$ cat src/hw/rtl/uuidp_pkg.sv
// Package for the UUID text parser: character codes, positions and the decode struct.
package uuidp_pkg;

  localparam int unsigned CharW    = 8;
  localparam int unsigned PosW     = 6;
  localparam int unsigned WordW    = 32;
  localparam int unsigned NumWords = 4;
  localparam int unsigned NibW     = 4;

  localparam logic [PosW-1:0] UuidLen  = PosW'(36);
  localparam logic [PosW-1:0] DashPos0 = PosW'(8);
  localparam logic [PosW-1:0] DashPos1 = PosW'(13);
  localparam logic [PosW-1:0] DashPos2 = PosW'(18);
  localparam logic [PosW-1:0] DashPos3 = PosW'(23);
  // Start of the position range assigned to each of words 1, 2 and 3.
  localparam logic [PosW-1:0] Word1Start = PosW'(8);
  localparam logic [PosW-1:0] Word2Start = PosW'(19);
  localparam logic [PosW-1:0] Word3Start = PosW'(28);

  localparam logic [CharW-1:0] ChDash  = 8'h2D;
  localparam logic [CharW-1:0] ChNul   = 8'h00;
  localparam logic [CharW-1:0] ChZero  = 8'h30;
  localparam logic [CharW-1:0] ChNine  = 8'h39;
  localparam logic [CharW-1:0] ChLowA  = 8'h61;
  localparam logic [CharW-1:0] ChLowF  = 8'h66;
  localparam logic [CharW-1:0] ChUpA   = 8'h41;
  localparam logic [CharW-1:0] ChUpF   = 8'h46;

  localparam int unsigned     ApbAddrW   = 3;
  localparam int unsigned     ApbDataW   = 32;
  localparam logic            RegReqTerm = 1'b0;  // register index held in paddr[2]

  typedef struct packed {
    logic              is_hex;
    logic              is_dash;
    logic              is_nul;
    logic [NibW-1:0]   nibble;
  } char_dec_t;

endpackage

$ cat src/hw/rtl/uuidp_char_dec.sv
// Character classifier for the UUID text parser: hex digit value, dash and NUL flags.
module uuidp_char_dec
  import uuidp_pkg::*;
(
  input  logic [CharW-1:0] ch_i,
  output char_dec_t        dec_o
);

  logic is_digit, is_lower, is_upper;
  logic [CharW-1:0] offset;

  always_comb begin
    is_digit = (ch_i >= ChZero) && (ch_i <= ChNine);
    is_lower = (ch_i >= ChLowA) && (ch_i <= ChLowF);
    is_upper = (ch_i >= ChUpA) && (ch_i <= ChUpF);
    if (is_digit) begin
      offset = ch_i - ChZero;
    end else if (is_lower) begin
      offset = ch_i - ChLowA + CharW'(10);
    end else begin
      offset = ch_i - ChUpA + CharW'(10);
    end
    dec_o.is_hex  = is_digit | is_lower | is_upper;
    dec_o.is_dash = (ch_i == ChDash);
    dec_o.is_nul  = (ch_i == ChNul);
    dec_o.nibble  = offset[NibW-1:0];
  end

endmodule

$ cat src/hw/rtl/uuid_text_parser.sv
// Top level of the UUID text parser: stream in, one result per decided string out, APB register.
//
// The block reads a text string one character per request on the slave stream
// (tdata = the character byte, tuser = start flag marking the first character)
// and parses the 36-character form xxxxxxxx-xxxx-xxxx-xxxx-xxxxxxxxxxxx.
// Each decided string gives exactly one result on the master stream: tdata carries the
// four 32-bit words, tuser carries the ok flag. A failure is reported at the
// first bad character with all words zero; characters after the decision are
// dropped until the next start flag. A start flag while a string is in flight
// abandons that string without a result.
//
// One APB register, require_terminator at address 0 (reset 1): when set, a NUL
// must follow the 36 characters; when clear, success is reported with the last
// digit. Write it only while no string is in progress.
//
// Throughput is one character per cycle while the output is not stalled: each
// accepted request updates the position counter and, for a digit, shifts one
// nibble into the word store. The result is registered at the edge that takes
// the deciding character and is offered from the next cycle on. While a result
// waits and the receiver stalls, tready is low for every character, deciding or
// not (tready = output register empty or being drained). Reset clears the position,
// the words, the in-progress flag and the output valid, and sets require_terminator.
module uuid_text_parser
  import uuidp_pkg::*;
(
  input  logic                     clk_i,
  input  logic                     rst_ni,
  // Slave stream
  input  logic                     s_axis_tvalid_i,
  output logic                     s_axis_tready_o,
  input  logic [CharW-1:0]         s_axis_tdata_i,   // [7:0] ch
  input  logic                     s_axis_tuser_i,   // [0] start_req
  // Master stream
  output logic                     m_axis_tvalid_o,
  input  logic                     m_axis_tready_i,
  output logic [NumWords*WordW-1:0] m_axis_tdata_o,  // [31:0] word0, [63:32] word1,
                                                     // [95:64] word2, [127:96] word3
  output logic                     m_axis_tuser_o,   // [0] ok
  // APB configuration port
  input  logic                     psel,
  input  logic                     penable,
  input  logic                     pwrite,
  input  logic [ApbAddrW-1:0]      paddr,
  input  logic [ApbDataW-1:0]      pwdata,
  output logic [ApbDataW-1:0]      prdata,
  output logic                     pready
);

  // Configuration register.
  logic req_term_q;

  // Parser state.
  logic                         busy_q, busy_d;
  logic [PosW-1:0]              pos_q, pos_d;
  logic [NumWords-1:0][WordW-1:0] words_q, words_d;

  // Output register.
  logic                         out_valid_q;
  logic [NumWords*WordW-1:0]    out_data_q, out_data_d;
  logic                         out_ok_q, out_ok_d;

  logic      accept, emit;
  char_dec_t dec;

  uuidp_char_dec u_char_dec (
    .ch_i  (s_axis_tdata_i),
    .dec_o (dec)
  );

  assign pready = 1'b1;
  assign prdata = (paddr[2] == RegReqTerm) ? {{(ApbDataW-1){1'b0}}, req_term_q} : '0;

  always_ff @(posedge clk_i or negedge rst_ni) begin
    if (!rst_ni) begin
      req_term_q <= 1'b1;
    end else if (psel && penable && pwrite && (paddr[2] == RegReqTerm)) begin
      req_term_q <= pwdata[0];
    end
  end

  // A new character can enter whenever the result slot is free or draining.
  assign s_axis_tready_o = !out_valid_q || m_axis_tready_i;
  assign accept          = s_axis_tvalid_i && s_axis_tready_o;

  // Per-character parse step.
  always_comb begin
    logic                         busy_e;
    logic [PosW-1:0]              pos_e, pos_inc;
    logic [NumWords-1:0][WordW-1:0] words_e;
    logic [1:0]                   widx;
    logic                         dash_pos;
    logic                         good;

    busy_e  = busy_q || s_axis_tuser_i;
    pos_e   = s_axis_tuser_i ? '0 : pos_q;
    words_e = s_axis_tuser_i ? '0 : words_q;
    pos_inc = pos_e + PosW'(1);

    if (pos_e < Word1Start) begin
      widx = 2'd0;
    end else if (pos_e < Word2Start) begin
      widx = 2'd1;
    end else if (pos_e < Word3Start) begin
      widx = 2'd2;
    end else begin
      widx = 2'd3;
    end

    dash_pos = (pos_e == DashPos0) || (pos_e == DashPos1) ||
               (pos_e == DashPos2) || (pos_e == DashPos3);

    busy_d  = busy_e;
    pos_d   = pos_e;
    words_d = words_e;
    emit    = 1'b0;
    good    = 1'b0;

    if (busy_e) begin
      if (pos_e >= UuidLen) begin
        // Terminator check after the full form.
        emit = 1'b1;
        good = dec.is_nul || !req_term_q;
      end else if (dash_pos) begin
        if (!dec.is_dash) begin
          emit = 1'b1;
        end else begin
          pos_d = pos_inc;
        end
      end else if (!dec.is_hex) begin
        emit = 1'b1;
      end else begin
        for (int i = 0; i < NumWords; i++) begin
          if (widx == 2'(i)) begin
            words_d[i] = {words_e[i][WordW-NibW-1:0], dec.nibble};
          end
        end
        pos_d = pos_inc;
        if ((pos_inc == UuidLen) && !req_term_q) begin
          emit = 1'b1;
          good = 1'b1;
        end
      end
      if (emit) begin
        busy_d = 1'b0;
      end
    end

    out_data_d = good ? words_d : '0;
    out_ok_d   = good;
  end

  always_ff @(posedge clk_i or negedge rst_ni) begin
    if (!rst_ni) begin
      busy_q  <= 1'b0;
      pos_q   <= '0;
      words_q <= '0;
    end else if (accept) begin
      busy_q  <= busy_d;
      pos_q   <= pos_d;
      words_q <= words_d;
    end
  end

  always_ff @(posedge clk_i or negedge rst_ni) begin
    if (!rst_ni) begin
      out_valid_q <= 1'b0;
    end else if (accept && emit) begin
      out_valid_q <= 1'b1;
    end else if (m_axis_tready_i) begin
      out_valid_q <= 1'b0;
    end
  end

  always_ff @(posedge clk_i) begin
    if (accept && emit) begin
      out_data_q <= out_data_d;
      out_ok_q   <= out_ok_d;
    end
  end

  assign m_axis_tvalid_o = out_valid_q;
  assign m_axis_tdata_o  = out_data_q;
  assign m_axis_tuser_o  = out_ok_q;

endmodule

$ cat config.mk
export PLATFORM = sky130hd
export DESIGN_NAME = uuid_text_parser
export DESIGN_NICKNAME = d
export VERILOG_FILES = /design/src/hw/rtl/uuidp_pkg.sv /design/src/hw/rtl/uuidp_char_dec.sv /design/src/hw/rtl/uuid_text_parser.sv
export SDC_FILE = /design/constraint.sdc
export NUM_CORES = 1
export LEC_CHECK = 0
export ABC_AREA = 1
export BUFFER_PORTS_ARGS = -buffer_cell sky130_fd_sc_hd__buf_2
export CORE_UTILIZATION = 35
export CTS_CLUSTER_DIAMETER = 60
export DETAILED_ROUTE_END_ITERATION = 10
export GPL_TIMING_DRIVEN = 0
export MAX_ROUTING_LAYER = met4
export PLACE_DENSITY = 0.51
export SLEW_MARGIN = 20
export SYNTH_ARGS = -nofsm -noshare
export SYNTH_HDL_FRONTEND = slang
export SYNTH_SLANG_ARGS = --single-unit
$ cat constraint.sdc
create_clock -name clk_i -period 7.5 [get_ports clk_i]
set_input_delay 1.5 -clock clk_i [delete_from_list [all_inputs] [get_ports clk_i]]
set_output_delay 1.5 -clock clk_i [all_outputs]
set_load 0.01 [all_outputs]
---- After elaboration in Yosys (flattened, before gate mapping) ----
Cells that the tools add are included.
W data, S select, Z words.
word-level totals
  memories kept ........................... 0
  bits in latches ......................... 0
  output and inout bits ................... 164
  memory bits (read-only) ................. 0
  RAM bits ................................ 0
  register bits ........................... 266
  logic and storage cells ................. 94
operators by class
  shift operators ......................... 0
  multipliers ............................. 0
  equality and inequality tests ........... 9
  mux-type cells .......................... 36
  bitwise operators ....................... 3
  order comparisons ....................... 10
  $add $sub $neg .......................... 6
  div/mod/pow operators ................... 0
  reduce and logical (&&, ||, !) cells .... 20
operator list
  kind                   count
  $mux W128              5
  $mux W32               4
  $mux W6                6
  $mux W1                17
  $ge A8 B7 Y1 const B   2
  $le A8 B7 Y1 const B   2
  $eq A6 B4 Y1 const B   2
  $eq A6 B5 Y1 const B   2
  $lt A6 B5 Y1 const B   2
  $sub A4 B1 Y4 const B  3
  $logic_and A1 B1 Y1    9
  $add A4 B4 Y4 const B  2
  $eq A8 B6 Y1 const B   1
  $ge A8 B6 Y1 const B   1
  $le A8 B6 Y1 const B   1
  $logic_not A8 Y1       1
  $mux W4                2
  $add A6 B1 Y6 const B  1
  $eq A6 B6 Y1 const B   1
  $ge A6 B6 Y1 const B   1
  $logic_or A1 B1 Y1     6
  $lt A6 B4 Y1 const B   1
  $eq A2 B2 Y1 const B   2
  $mux W2                2
  6 further kinds        8

---- Logic depth before layout (Yosys ltp) ----
Gate-level depths: netlist of run 1.
  depth after elaboration ................. 12
  depth in mapped cells ................... 17
  depth with buffers taken out ............ 16

---- Modules after synthesis ----
A second synthesis of run 1 with hierarchy kept.
unflattened totals
  cells, all modules ...................... 2,006
  area, all modules ....................... 14,904.3 µm²
by module, submodules not included
  module            seq. area each (µm²)  area an instance (µm²)  cells each  times used
  uuid_text_parser  7,303.3               14,601.5                1,953       1
  uuidp_char_dec    0.0                   302.8                   53          1

---- Least setup slack after synthesis of run 1 ----
No wires, ideal clock.
  kind .................................... input port to flip-flop
  from .................................... input s_axis_tuser_i
  to ...................................... register out_data_q[0] (netlist: m_axis_tdata_o[0]), enable pin
  data arrival time ....................... 5,451 ps
  stages .................................. 14
  library setup time ...................... 482 ps
  path slack .............................. 1,567 ps
  path through ............................ buf_2 > buf_1 > nor2_1 > inv_1 > ha_1 > nand3_1 > nand2_1 > nand2_1 > nand2_1 > inv_1 > nand2_1 > nand4_1 > nand2_1 > inv_1
between the ends
  cells in the longest elaborated chain, start to end .. 11
  elaborated cells between the ends (all ways) .. 20
  classes of those cells .................. add/sub (1); order compare (1); eq/ne (5); mux (7); reduce/logical (6)
RTL lines
  what                     RTL line                 text
  from (decl)              uuid_text_parser.sv:32   input logic s_axis_tuser_i,
  $mux W6                  uuid_text_parser.sv:95   pos_e = s_axis_tuser_i ? '0 : pos_q;
  $add A6 B1 Y6            uuid_text_parser.sv:97   pos_inc = pos_e + PosW'(1);
  $eq A6 B6 Y1             uuid_text_parser.sv:138  if ((pos_inc == UuidLen) && !req_term_q) begin
  $logic_and A1 B1 Y1      uuid_text_parser.sv:138
  $mux W1                  uuid_text_parser.sv:138
  $mux W1                  uuid_text_parser.sv:129  end else if (!dec.is_hex) begin
  $mux W1                  uuid_text_parser.sv:123  end else if (dash_pos) begin
  $mux W1                  uuid_text_parser.sv:119  if (pos_e >= UuidLen) begin
  $mux W1                  uuid_text_parser.sv:118  if (busy_e) begin
  $mux W1 (*)              uuid_text_parser.sv:118
  $logic_and A1 B1 Y1 (*)  uuid_text_parser.sv:175  if (accept && emit) begin
  to (signal assigned)     uuid_text_parser.sv:176  out_data_q <= out_data_d;
  to (decl)                uuid_text_parser.sv:59   logic [NumWords*WordW-1:0] out_data_q, out_data_d;
Every way passes the cells marked *; elsewhere a longest branch is shown, timed or not. The select of a mux whose other input is x is not followed.
A chain may end at the register's enable or synchronous reset.

---- Worst setup path in the final report of run 1 ----
  from .................................... input s_axis_tuser_i
  to ...................................... register out_data_q[125] (netlist: m_axis_tdata_o[125]) (data pin)
between the ends
  cells in the longest elaborated chain, start to end .. 11
  elaborated cells between the ends (all ways) .. 31
  classes of those cells .................. add/sub (1); order compare (4); eq/ne (6); mux (15); reduce/logical (5)
RTL lines
  what          RTL line                 text
  $mux W6       uuid_text_parser.sv:95
  $lt A6 B5 Y1  uuid_text_parser.sv:103  end else if (pos_e < Word3Start) begin
  $mux W1       uuid_text_parser.sv:103
  $mux W2       uuid_text_parser.sv:101  end else if (pos_e < Word2Start) begin
  $mux W2       uuid_text_parser.sv:99   if (pos_e < Word1Start) begin
  $eq A2 B2 Y1  uuid_text_parser.sv:133  if (widx == 2'(i)) begin
  $mux W32      uuid_text_parser.sv:133
  $mux W128     uuid_text_parser.sv:129
  $mux W128     uuid_text_parser.sv:123
  $mux W128     uuid_text_parser.sv:119
  $mux W128     uuid_text_parser.sv:118
Several ways; a longest one is shown, not always the timed one.

==> results of run 1 <==
## final timing paths
path | start | to | slack [ns] | cells past startpoint
hold / removal | words_q[57] | words_q[57] | 0.48 | 2
hold reg to reg | words_q[57] | words_q[57] | 0.48 | 2
setup / recovery | s_axis_tuser_i | m_axis_tdata_o[125] | 2.85 | 17
min in group asynchronous | rst_ni | words_q[75] | 0.91 | 1
max in group asynchronous | rst_ni | words_q[6] | 5.81 | 2
setup reg to reg | pos_q[0] | m_axis_tdata_o[125] | 4.28 | 13
## metal layers
layer,vias up,wire length (um),GRT usage [%],share of wire (%)
met3,59,1770,2.34,4.8
met1,5276,17500,27.1,48
met5,-,0,-,0
met4,0,773,5.01,2.1
met2,325,16500,31.2,45
li1,5665,-,-,-
## cell type report
| cell class | count | area share, % |
|---|---|---|
| tap | 504 | 3.98 |
| clock buffer | 37 | 5.10 |
| buffer | 118 | 3.74 |
| inverter | 141 | 3.39 |
| multi-input combinational | 1161 | 31.1 |
| timing repair buffer | 151 | 5.11 |
| clock inverter | 21 | 1.55 |
| sequential | 266 | 46.1 |
## per-stage QoR
step / cells / worst slack, ns / hold WS [ns] / power [mW]
after floorplan: 1686 / 1.57 / 0.449 / 2.32
after global routing: 2399 / 2.60 / 0.492 / 4.37
after CTS: 2399 / 2.88 / 0.481 / 4.20
after detailed placement: 2341 / 2.27 / 0.465 / 2.62
final: 2399 / 2.85 / 0.476 / 4.16
after global placement: 2339 / -0.767 / 0.462 / 2.62
## logic make-up after synthesis
kind of cell             Yosys count  synth area share [%]
buffers and inverters            259                  8.48
multiplexers                       1                0.0756
other                              2                0.0567
AO/OA/AOI/OAI                    185                  7.15
AND/OR/NAND/NOR                  930                  28.0
adder cells (fa/ha/maj)            9                 0.851
XOR/XNOR                           4                 0.265
flip-flops                       266                  55.2
## sequential cells by signal, indices dropped and copies added, names as in the netlist
register         count
pos_q                6
req_term_q           1
m_axis_tdata_o     128
m_axis_tvalid_o      1
words_q            128
m_axis_tuser_o       1
busy_q               1
## Yosys cell counts
master,number
nor2_2,2
conb_1,2
inv_2,7
nor3_1,1
nand4_1,9
o22ai_1,2
buf_4,33
mux2i_1,1
nand2_2,5
nor2_1,153
buf_2,21
or2_2,1
o211ai_1,1
o21ai_4,1
xnor2_1,1
dfrtp_1,136
dfstp_2,1
o31ai_1,1
edfxtp_1,129
clkbuf_1,51
nand2_1,632
or2_1,1
xor2_1,3
o21ai_0,68
inv_1,134
nor2_4,1
buf_1,13
nand3_1,125
o21ai_1,70
a21oi_1,41
ha_1,9
a21boi_0,1
## critical path, stage by stage
cell and delay [ns]:
buf_2 0.15, buf_2 0.29, buf_1 0.57, nor2_1 0.22, inv_1 0.13, ha_1 0.15, nand3_1 0.07, nand2_1 0.09
nand2_1 0.07, nand2_1 0.12, nor2_1 0.08, nand3_1 0.09, nand2_1 0.05, nand2_1 0.56, buf_2 0.42, buf_2 0.29
nor2_1 0.10
## where the power goes
part           leakage [nW]  internal (mW)  switching [mW]
combinational          3.50          0.218           0.566
clock                 0.515          0.941           0.632
sequential             3.12           1.72          0.0789
==> out/metrics.csv, run 1 <==
metric;value;unit
DP Area;14800;um^2
Syn Inst Count;1656;
Cell Area, Synth;13200;um^2
TritonRoute pass-1 iters;5;
Root Driver;clkbuf_16;
Max H-tree Level;1;
post-route antenna net violation count;0;
CTS Buffer Depth;3;
commonest non-fill, non-tap cell in the layout;nand2_1;
Num CTS Buffers;31;
post-route cell area;15900;um^2
Initial Utilization;35.9;%
Final Wtd Congestion;0.854;
Req. time, crit path;7.81;ns
Multi-input gate area;4930;um^2
gr usage total;19.8;%
first-pass GRT wire length;59.2;mm
fin util;43.0;%
post-DR wirelength/cell;15.2;um
Final Hold Fails;0;
skew final;0.00797;ns
Layout area overhead;19.8;%
vias in the first global route;10900;
Distinct cells, synth;32;
RSZ-0062 raised after global routing;false;
post-synthesis sequential area ratio;55.2;%
max-slew violations;0;
die height;196;um
Via Count;11300;
Worst-Skew Late Latency;0.57;ns
layout cells sized above 1;14.4;%
initial drt markers;787;
PwrDens;262;nW/um^2
worst vdd ir;0.211;mV
initial antenna violation count;0;
Reg area;7300;um^2
post-detail-place hpwl;25.4;mm
CTS Hold Buffers Added;0;
WP data arrival;4.96;ns
crit path capture type;register;
crit path launch type;input port;
final setup violation count;0;
FF+latch count, synth;266;
Leak;7.13;nW
PostCTS Resize Cnt;0;
Max Cap Violations;0;
post-synth top area share;29.3;%
Fillers;3817;
io pins;215;
TritonCTS clock tree;built;
Final nets;1930;
CP max FO;10;
minimum clock period;4.65;ns
largest net degree at the start of global routing;80;
ranking of synthesized cells by area;edfxtp_1 29%, dfrtp_1 26%, nand2_1 18%;
yosys warns;0;
Clock transition at path regs;0.06;ns
Die Wd;196;um
fmax;215;MHz
mean area per synthesized cell;7.99;um^2
n_diodes;0;
leading area contributor after synthesis;edfxtp_1;
Post-Route Setup TNS;0;ns
final WL;36.5;mm
Tightest Pin Transition;0.748;ns
Buffers on Ports;149;
most frequent cells in the layout;632 x nand2_1, 169 x buf_2, 153 x nor2_1, 136 x dfrtp_1, 133 x inv_1;
buffers inserted by post-CTS timing repair;0;
Sink Count;266;
Slew HR;50.0;%
Post-route DRC;0;
HP Class;register to register;
FP Rows;70;
grt total ovfl;0;
status;finished clean;
full die area;38600;um^2
Via density;4.72;
Crit Path Class;input port to register;
Final period util;62.1;%
Core ar.;36900;um^2
Power figures use the tool's default switching activity.
==> run 2: changes to the inputs <==
Settings changed: PLACE_DENSITY 0.51 to 0.53.
Clock period 7.5 ns to 4.1 ns, I/O delays scaled along.
==> run 2 against run 1 <==
  * First-iteration DRC count increased by 5.6%
  * Non-clock buffer count increased by 3
  * Sequential cell count unchanged
  * Sequential share of layout area decreased by 0.42 points
  * Register-to-register slack got worse by 3.3 ns
  * Critical path depth decreased by 2
  * Sequential power increased by 83%
  * Clock power increased by 86%
  * Wire length decreased by 0.19%
  * Core utilization increased by 0.39 points
  * Largest cell class unchanged
  * Largest power group unchanged
==> out/metrics.csv, run 2 (same netlist as run 1, synthesis figures left out) <==
metric;value;unit;change
fin cells;2400;;was 2399
register-to-register setup slack;0.99;ns;was 4.28 ns
total power;7.68;mW;was 4.16 mW
vias in the first global route;10900;;about the same
Setup WS post-layout;0.770;ns;was 2.85 ns
Max Cap Violations;0;;unchanged
Final period util;81.2;%;
first-pass GRT wire length;58.9;mm;was 59.2 mm
pre-CTS setup slack;0.228;ns;was 2.27 ns
Final Wtd Congestion;0.887;;was 0.854
layout cells sized above 1;15.5;%;was 14.4%
post-DR wirelength/cell;15.2;um;about the same
FP Rows;70;;unchanged
Final nets;1932;;was 1930
die height;196;um;unchanged
r2r startpoint;busy_q;;was pos_q[0]
delay-heaviest family, CP;simple AND/OR/NAND/NOR gates;;was buffers and inverters
full die area;38600;um^2;unchanged
Layout area overhead;20.8;%;was 19.8%
critical path depth;15;;was 17
FF-to-FF End;m_axis_tdata_o[125];;unchanged
Post-Route Setup TNS;0;ns;unchanged
final setup violation count;0;;unchanged
Worst Reg-to-Reg Cells;8;;was 13
Post-route DRC;0;;unchanged
Tightest Pin Transition;0.714;ns;was 0.748 ns
commonest non-fill, non-tap cell in the layout;nand2_1;;unchanged
Max H-tree Level;1;;unchanged
Req. time, crit path;4.40;ns;was 7.81 ns
CTS Hold Buffers Added;0;;unchanged
Final Hold Fails;0;;unchanged
Slew HR;52.4;%;was 50.0%
CP cell instances;buf_2 -> inv_2 -> nand2_1 -> inv_2 -> ha_4 -> nand2_2 -> nor2_2 -> xor2_1 -> nor2_1 -> nand3_1 -> nand2_1 -> nand2_1 -> buf_2 -> buf_2 -> nor2_1;;was buf_2 -> buf_2 -> buf_1 -> nor2_1 -> inv_1 -> ha_1 -> nand3_1 -> nand2_1 -> nand2_1 -> nand2_1 -> nor2_1 -> nand3_1 -> nand2_1 -> nand2_1 -> buf_2 -> buf_2 -> nor2_1
fin util;43.4;%;was 43.0%
Root Driver;clkbuf_16;;unchanged
most frequent cells in the layout;627 x nand2_1, 168 x buf_2, 151 x nor2_1, 136 x dfrtp_1, 132 x inv_1;;was 632 x nand2_1, 169 x buf_2, 153 x nor2_1, 136 x dfrtp_1, 133 x inv_1
Die Wd;196;um;unchanged
CP max FO;10;;unchanged
initial antenna violation count;0;;unchanged
PostCTS Resize Cnt;0;;unchanged
Initial Utilization;35.9;%;unchanged
TritonRoute pass-1 iters;5;;unchanged
WP data arrival;3.63;ns;was 4.96 ns
max-slew violations;0;;unchanged
Fillers;3709;;was 3817
io pins;215;;unchanged
Leak;7.16;nW;was 7.13 nW
Worst-Skew Late Latency;0.56;ns;was 0.57 ns
Via density;4.70;;was 4.72
final WL;36.5;mm;about the same
slowest cell on the critical path;nand2_1;;was buf_1
skew final;0.0150;ns;was 0.00797 ns
grt total ovfl;0;;unchanged
minimum clock period;3.33;ns;
n_diodes;0;;unchanged
crit path launch type;input port;;unchanged
Clock transition at path regs;0.06;ns;about the same
Crit. Startpoint;s_axis_tuser_i;;unchanged
post-route antenna net violation count;0;;unchanged
PwrDens;480;nW/um^2;was 262 nW/um^2
largest net degree at the start of global routing;73;;was 80
Num CTS Buffers;30;;was 31
RSZ-0062 raised after global routing;false;;unchanged
CTS Buffer Depth;3;;unchanged
Worst path max stage delay;0.53;ns;was 0.57 ns
post-detail-place hpwl;25.8;mm;was 25.4 mm
gr usage total;19.6;%;was 19.8%
fmax;300;MHz;
crit path to;m_axis_tdata_o[125];;unchanged
Via Count;11300;;about the same
status;finished clean;;unchanged
Core ar.;36900;um^2;unchanged
Crit Path Class;input port to register;;unchanged
cell total after placement;2344;;was 2341
Buffers on Ports;149;;unchanged
CP Buf/Inv Count;5;;was 6
crit path capture type;register;;unchanged
buffers inserted by post-CTS timing repair;0;;unchanged
HP Class;input port to asynchronous set/reset pin;;was register to register
TritonCTS clock tree;built;;unchanged
Sink Count;266;;unchanged
initial drt markers;831;;was 787
worst vdd ir;0.286;mV;was 0.211 mV
==> run 2: through the flow <==
stage | area (um^2) | hold slack, ns
6_report | 16000 | 0.198
3_3_place_gp | 14800 | 0.461
2_1_floorplan | 13400 | 0.449
3_5_place_dp | 14900 | 0.465
5_1_grt | 16000 | 0.248
4_1_cts | 16000 | 0.213
==> run 2: how the worst min path moves through the flow <==
| stage | start | to | slack [ns] | depth (start not counted) |
|---|---|---|---|---|
| after detailed placement | words_q[38] | words_q[38] | 0.47 | 2 |
| final | rst_ni | words_q[79] | 0.20 | 1 |
| after CTS | rst_ni | words_q[79] | 0.21 | 1 |
| after global routing | rst_ni | words_q[79] | 0.25 | 1 |
| after floorplan | words_q[1] | words_q[1] | 0.45 | 2 |
| after global placement | words_q[58] | words_q[58] | 0.46 | 2 |
==> run 2: area by class of cell <==
cell class | instances | area [um^2] | share of cell area, %
plain buffers | 118 | 612 | 3.82
clock buffers | 32 | 790 | 4.93
flip-flops and latches | 266 | 7300 | 45.6
well taps | 504 | 631 | 3.94
repair buffers | 154 | 871 | 5.44
multi-input cells | 1161 | 4960 | 31.0
clock inverters | 24 | 299 | 1.87
inverters | 141 | 533 | 3.33
==> run 2: where the power goes <==
group          leakage [nW]  total (mW)  switching, mW  internal (mW)
registers              3.12        3.29          0.147           3.14
logic                  3.52        1.47           1.05          0.423
clock network         0.522        2.92           1.18           1.73
total                  7.16        7.68           2.38           5.30
==> run 2: metal layers <==
| layer | up-vias | global-route usage (%) | wire, um |
|---|---|---|---|
| li1 | 5656 | - | - |
| met1 | 5291 | 27.3 | 17500 |
| met2 | 291 | 30.7 | 16500 |
| met3 | 51 | 2.22 | 1640 |
| met4 | 0 | 4.86 | 752 |
| met5 | - | - | 0 |
==> run 3: changes to the inputs <==
Settings changed: PLACE_DENSITY 0.53 to 0.51.
Clock period 4.1 ns to 3.1 ns, I/O delays scaled along.
==> run 3 against run 2 <==
  * Design area grew 0.33%
  * Non-clock buffer count rose by 5
  * Setup slack worse by 0.48 ns
  * Sequential cell count unchanged
  * Combinational power up 34%
  * Sequential power grew 32%
  * Clock skew rose by 0.00051 ns
  * Register-to-register slack got worse by 0.69 ns
  * Sequential share of layout area decreased by 0.15 points
  * Global-route usage increased by 0.31 points
  * Via count increased by 1.2%
  * Critical path type unchanged
==> out/metrics.csv, run 3 (same netlist as run 1, synthesis figures left out) <==
metric;value;unit;change
status;finished clean;;unchanged
register-to-register setup slack;0.30;ns;was 0.99 ns
Sink Count;266;;unchanged
final setup violation count;0;;unchanged
Initial Utilization;35.9;%;unchanged
CP max FO;10;;unchanged
Max Cap Violations;0;;unchanged
Tightest Pin Transition;0.716;ns;was 0.714 ns
die height;196;um;unchanged
cell total after placement;2344;;unchanged
max-slew violations;0;;unchanged
met2 Use GR;31.1;%;was 30.7%
full die area;38600;um^2;unchanged
Post-route DRC;0;;unchanged
grt met3 use;2.86;%;was 2.22%
layout cells sized above 1;15.6;%;was 15.5%
post-DR wirelength/cell;15.3;um;was 15.2 um
final WL;36.8;mm;was 36.5 mm
minimum clock period;2.81;ns;
initial drt markers;693;;was 831
RSZ-0062 raised after global routing;false;;unchanged
worst vdd ir;0.436;mV;was 0.286 mV
Layout area overhead;21.2;%;was 20.8%
Reg area;7300;um^2;unchanged
Via density;4.74;;was 4.70
Multi-input gate area;4960;um^2;about the same
TritonRoute pass-1 iters;5;;unchanged
vias in the first global route;11000;;was 10900
crit path capture type;register;;unchanged
gr usage total;20.0;%;was 19.6%
M1 GR Usage;26.9;%;was 27.3%
TritonCTS clock tree;built;;unchanged
Max H-tree Level;1;;unchanged
Worst-Skew Late Latency;0.58;ns;was 0.56 ns
initial antenna violation count;0;;unchanged
post-detail-place hpwl;25.9;mm;was 25.8 mm
fin cells;2407;;was 2400
fin util;43.5;%;was 43.4%
n_diodes;0;;unchanged
fmax;355;MHz;
skew final;0.0155;ns;was 0.0150 ns
Crit Path Class;input port to register;;unchanged
commonest non-fill, non-tap cell in the layout;nand2_1;;unchanged
largest net degree at the start of global routing;72;;was 73
FP Rows;70;;unchanged
DP Area;14900;um^2;unchanged
CTS Buffer Depth;3;;unchanged
Req. time, crit path;3.41;ns;was 4.40 ns
Clock transition at path regs;0.06;ns;about the same
first-pass GRT wire length;59.3;mm;was 58.9 mm
Die Wd;196;um;unchanged
Fillers;3749;;was 3709
Slew HR;52.3;%;was 52.4%
WP data arrival;3.13;ns;was 3.63 ns
Num CTS Buffers;31;;was 30
HP Class;input port to asynchronous set/reset pin;;unchanged
Final period util;90.8;%;
Final Wtd Congestion;0.872;;was 0.887
Root Driver;clkbuf_16;;unchanged
busiest grt layer;met2;;unchanged
io pins;215;;unchanged
Core ar.;36900;um^2;unchanged
Buffers on Ports;149;;unchanged
most frequent cells in the layout;626 x nand2_1, 168 x buf_2, 151 x nor2_1, 136 x dfrtp_1, 132 x inv_1;;was 627 x nand2_1, 168 x buf_2, 151 x nor2_1, 136 x dfrtp_1, 132 x inv_1
post-route cell area;16100;um^2;was 16000 um^2
Final nets;1938;;was 1932
Via Count;11400;;was 11300
post-route antenna net violation count;0;;unchanged
Final Hold Fails;0;;unchanged
grt total ovfl;0;;unchanged
PwrDens;640;nW/um^2;was 480 nW/um^2
Leak;7.20;nW;was 7.16 nW
crit path launch type;input port;;unchanged
run 3: where the power goes:
part | internal, mW | total, mW | switching [mW]
Sequential | 4.16 | 4.35 | 0.193
Combinational | 0.574 | 1.97 | 1.40
Clock | 2.39 | 3.94 | 1.55
run 3: per-layer routing:
metal | wire length, um | vias up
met3 | 1950 | 55
met5 | 0 | -
met1 | 17300 | 5377
met2 | 16700 | 317
met4 | 898 | 0
li1 | - | 5670
run 3: through the flow:
| step | total power, mW | TNS (ns) | worst slack [ns] | hold WS, ns |
|---|---|---|---|---|
| 2_1_floorplan | 5.63 | -133.13 | -1.03 | 0.324 |
| 3_3_place_gp | 6.34 | -521.06 | -2.70 | 0.461 |
| 3_5_place_dp | 6.38 | -114.52 | -0.680 | 0.465 |
| 4_1_cts | 10.4 | 0 | 0.0214 | 0.0106 |
| 5_1_grt | 10.8 | 0 | 0.0111 | 0.0394 |
| 6_report | 10.3 | 0 | 0.286 | 0.00313 |
run 3: repair_timing:
action | CTS | global route
pin swaps | 0 | 0
hold buffers | 0 | 0
gates resized for setup | 0 | 1
setup endpoints to repair | 28 | 73
buffers inserted | 5 | 0
endpoints found under the hold margin | 0 | 0
run 3: path summary, 6_finish.rpt:
path,from,end,cells past startpoint
worst max-delay path,s_axis_tuser_i,m_axis_tdata_o[4],15
min in group clk_i,pwdata[0],req_term_q,3
worst min-delay path,rst_ni,words_q[80],1
worst max register to register,busy_q,m_axis_tdata_o[4],8
max in group asynchronous,rst_ni,words_q[19],2
worst min register to register,words_q[43],words_q[43],2
run 3: cell type report:
class | instances | area share (%)
clock buffer | 36 | 5.07
tap | 504 | 3.93
clock inverter | 22 | 1.79
inverter | 141 | 3.32
sequential | 266 | 45.5
timing repair buffer | 159 | 5.66
buffer | 118 | 3.81
multi-input combinational | 1161 | 30.9
run 3: worst max-delay path, stage by stage:
cell     delay [ns]
buf_2          0.15
inv_2          0.18
nand2_1        0.19
inv_2          0.14
ha_4           0.16
nand2_2        0.06
nor2_2         0.14
xor2_1         0.19
nor2_1         0.08
nand3_1        0.08
nand2_1        0.06
nand2_2        0.31
buf_2          0.37
buf_2          0.28
nor2_1         0.09
